**config.mk**
```make
export PLATFORM = sky130hd
export DESIGN_NAME = bsk_cmpx
export DESIGN_NICKNAME = d
export VERILOG_FILES = /design/src/hdl/bsk_pkg.sv /design/src/hdl/bsk_cmpx.sv
export SDC_FILE = /design/constraint.sdc
export NUM_CORES = 1
export LEC_CHECK = 0
export ABC_AREA = 1
export BUFFER_PORTS_ARGS = -buffer_cell sky130_fd_sc_hd__buf_2
export CELL_PAD_IN_SITES_DETAIL_PLACEMENT = 1
export CELL_PAD_IN_SITES_GLOBAL_PLACEMENT = 1
export CORE_ASPECT_RATIO = 2
export CORE_MARGIN = 2
export CORE_UTILIZATION = 24
export DETAILED_ROUTE_END_ITERATION = 16
export MAX_ROUTING_LAYER = met4
export PLACE_DENSITY = 0.8
export SLEW_MARGIN = 15
export SYNTH_ARGS = -nofsm -noshare
export SYNTH_HDL_FRONTEND = slang
export SYNTH_SLANG_ARGS = --single-unit
```
**constraint.sdc**
```tcl
create_clock -name vclk -period 1.2
set_input_delay 0.06 -clock vclk [all_inputs]
set_output_delay 0.06 -clock vclk [all_outputs]
set_load 0.03 [all_outputs]
```
**src/hdl/bsk_pkg.sv**
```systemverilog
package bsk_pkg;

	localparam int KEY_W = 32;
	localparam int TAG_W = 32;
	localparam int SORT_SIZE_DEF = 64;

	typedef struct packed {
		logic signed [KEY_W-1:0] key;
		logic [TAG_W-1:0]        tag;
		logic                    last;
	} in_item_t;

	typedef struct packed {
		logic signed [KEY_W-1:0] sorted_key;
		logic [TAG_W-1:0]        sorted_tag;
		logic                    end_of_run;
		logic                    overflow;
	} out_item_t;

	typedef struct packed {
		logic signed [KEY_W-1:0] key;
		logic [TAG_W-1:0]        tag;
	} slot_t;

	typedef struct packed {
		logic signed [KEY_W-1:0] key_a;
		logic signed [KEY_W-1:0] key_b;
		logic                    pad_a;
		logic                    pad_b;
		logic                    desc;
	} cmp_req_t;

	typedef enum logic [2:0] {
		ST_LOAD,
		ST_READ,
		ST_CMP,
		ST_WR2,
		ST_EMIT_RD,
		ST_EMIT_LD
	} state_t;

endpackage

```
**src/hdl/bsk_cmpx.sv**
```systemverilog
module bsk_cmpx (
	input  bsk_pkg::cmp_req_t req,
	output logic              swap
);

	logic a_gt_b;
	logic b_gt_a;

	always_comb begin
		if (req.pad_a) begin
			a_gt_b = !req.pad_b;
		end else if (req.pad_b) begin
			a_gt_b = 1'b0;
		end else begin
			a_gt_b = $signed(req.key_a) > $signed(req.key_b);
		end
	end

	always_comb begin
		if (req.pad_b) begin
			b_gt_a = !req.pad_a;
		end else if (req.pad_a) begin
			b_gt_a = 1'b0;
		end else begin
			b_gt_a = $signed(req.key_b) > $signed(req.key_a);
		end
	end

	assign swap = req.desc ? b_gt_a : a_gt_b;

endmodule

```
==> key figures <==
Final layout
  – Share of layout cells above drive strength 1: 69.5%
  – Commonest cells after routing, fill and taps aside: 53 x buf_2, 22 x ha_4, 20 x nand2_1
  – Final Util: 49.8%
  – Post-layout net count: 327
  – Synthesis-to-finish area growth: 103%
  – Fill cell count: 484
  – Number of diodes: 0
  – Register area: 0 um^2
  – Count of clock buffers in the final design: 0
  – Commonest non-fill, non-tap cell in the layout: buf_2
  – Count of flip-flops and latches: 0

GRT
  – Initial antenna violation count: 0
  – Tot GR Track Use: 14.1%
  – Vias in the first global route: 1300
  – GRT overflow: 0
  – First-pass GRT wire length: 4770 um
  – Pin count of the biggest net entering global routing: 5

Logic synthesis
  – Synthesized area per cell: 6.17 um^2
  – Distinct cell type count after synthesis: 19
  – Post-Syn Nets: 250
  – Post-synthesis sequential area ratio: 0%
  – Cells after synthesis: 151
  – Cell Area, Synth: 932 um^2
  – Yosys warning count: 0

Drt
  – Via count: 1243
  – Final ANT Viol Nets: 0
  – Top sig layer: met4
  – WL met1: 966 um
  – WL/cell: 10.9 um
  – Final wirelength: 3010 um
  – Met2 Routed Length: 1860 um
  – Vias/cell: 4.49
  – Met3 wire length: 167 um
  – 1st-pass router iterations: 2
  – DRT iter0 DRCs: 2
  – # DRC: 0

Timing
  – Worst rel slew slack: 88.8%
  – # setup viols final: 1
  – Slew Limit Fails: 0
  – Final Cycle Share: 128%
  – Max Freq: 650 MHz
  – Final worst slack: -338 ps
  – Final Hold Fails: 0
  – Min Tclk post-route: 1540 ps
  – Tightest Pin Transition: 167 ps
  – Final setup TNS: -338 ps
  – RSZ-0062 raised after global routing: true

Worst setup path
  – Critical-path top delay cell: ha_4
  – CP Cell Sequence: buf_6 -> inv_2 -> ha_4 -> nand4_1 -> nor3_4 -> nand2_1 -> nand2_2 -> nand2_2 -> nand3_1 -> nand3_2 -> nand2_1 -> nand2_1 -> nand2_1 -> inv_2 -> buf_6
  – CP max FO: 2
  – Critical Path End Type: output pin
  – Bufs and invs on worst path: 4
  – Worst path most repeated cell: nand2_1
  – Critical path arrival: 1480 ps
  – Worst path required time: 1140 ps
  – CP startpoint kind: input pin
  – WS Path Type: in -> out
  – Critical path's largest stage delay: 260 ps
  – Top cell family by delay on the critical path: simple AND/OR/NAND/NOR gates

Outcome
  – Failing checks: setup timing
  – Status: finished, violations left

Worst hold path
  – Hold Crit Endpoint: swap
  – Hold wc startpoint: req[0]
  – WHS Path Cells: 5
  – Hold crit path type: in -> out

Placed design
  – PortBufs: 68
  – Routability congestion estimate: 0.711
  – HPWL after DPL: 2480 um

Die
  – Starting Density: 24.5%
  – Core Footprint: 3800 um^2
  – Die H: 92.1 um
  – Chip width: 48.1 um
  – Area of the die: 4430 um^2
  – IO Count: 68
  – Num rows: 32

Pwr
  – Part of the power in registers: 0%
  – Clock power share: 0%
  – LEAKAGE: 0.986 nW
  – Switching share of power: 46.4%
  – P_sw: 0.000318 W
  – Combinational share of power: 100.0%
  – VDD IR max: 0.167 mV
  – P_int: 0.000368 W
  – Pwr dens: 363 nW/um^2

CTS
  – Hold buffers post-CTS: 0

Run
  – Max cap viols: 0
==> Yosys cell counts <==
cell / count / area, um^2
a21o_1: 1 / 7.51
a21oi_1: 12 / 60.1
a21oi_2: 2 / 17.5
clkinv_2: 1 / 5.00
ha_1: 32 / 400
inv_1: 39 / 146
inv_2: 3 / 11.3
nand2_1: 36 / 135
nand2_2: 2 / 12.5
nand3_1: 4 / 20.0
nand3_2: 1 / 10.0
nand4_1: 2 / 12.5
nand4_2: 1 / 12.5
nor2_1: 7 / 26.3
nor2_2: 2 / 12.5
nor3_2: 1 / 10.0
o211ai_1: 1 / 7.51
o21a_1: 2 / 15.0
o21ai_0: 2 / 10.0
==> area by class of cell <==
cell class         count  area (um^2)  share of cell area (%)
multi-input cells    108         1170                    61.8
repair buffers        75          487                    25.7
inverters             43          173                    9.12
well taps             51         63.8                    3.37
==> cells by family (layout without fill, tap and decap cells) <==
logic type	count (synthesis)	after routing	synth area share, %
buffers and inverters	43	118	17.4
AOI/OAI and AO/OA	20	20	12.6
adders and majority gates	32	32	43.0
and+or+nand+nor	56	56	27.0
==> per-stage QoR <==
stage	std cells	instance area, um^2	hold WS, ps	power (W)	worst slack, ps
after global placement	275	1390	553	0.000426	-426
after floorplan	151	947	323	0.000252	-83.8
after detailed placement	275	1390	552	0.000442	-447
after CTS	277	1710	516	0.000588	-390
after global routing	277	1890	567	0.000777	-482
final	277	1890	513	0.000687	-338
==> worst max-delay path by stage <==
stage	start	end	slack, ps	depth (start not counted)
3_3_place_gp	req[26]	swap	-430	13
5_1_grt	req[45]	swap	-480	16
2_1_floorplan	req[42]	swap	-80	14
6_report	req[45]	swap	-340	15
4_1_cts	req[14]	swap	-390	15
3_5_place_dp	req[14]	swap	-450	15
==> power by group through the flow <==
stage	sequential (W)	combinational [W]	clock [W]
2_1_floorplan	0	0.000252	0
3_3_place_gp	0	0.000426	0
3_5_place_dp	0	0.000442	0
4_1_cts	0	0.000588	0
5_1_grt	0	0.000777	0
6_report	0	0.000687	0
==> what timing repair did <==
item / CTS / global route
buffers inserted: 2 / 0
setup endpoints to repair: 1 / 1
pin swaps: 23 / 32
resized for setup: 46 / 50
==> layer usage <==
metal / GRT usage (%) / vias up
met5: - / -
met4: 0.676 / 0
met3: 1.18 / 2
met2: 29.7 / 41
met1: 12.4 / 574
li1: - / 626
Power figures use the tool's default switching activity.
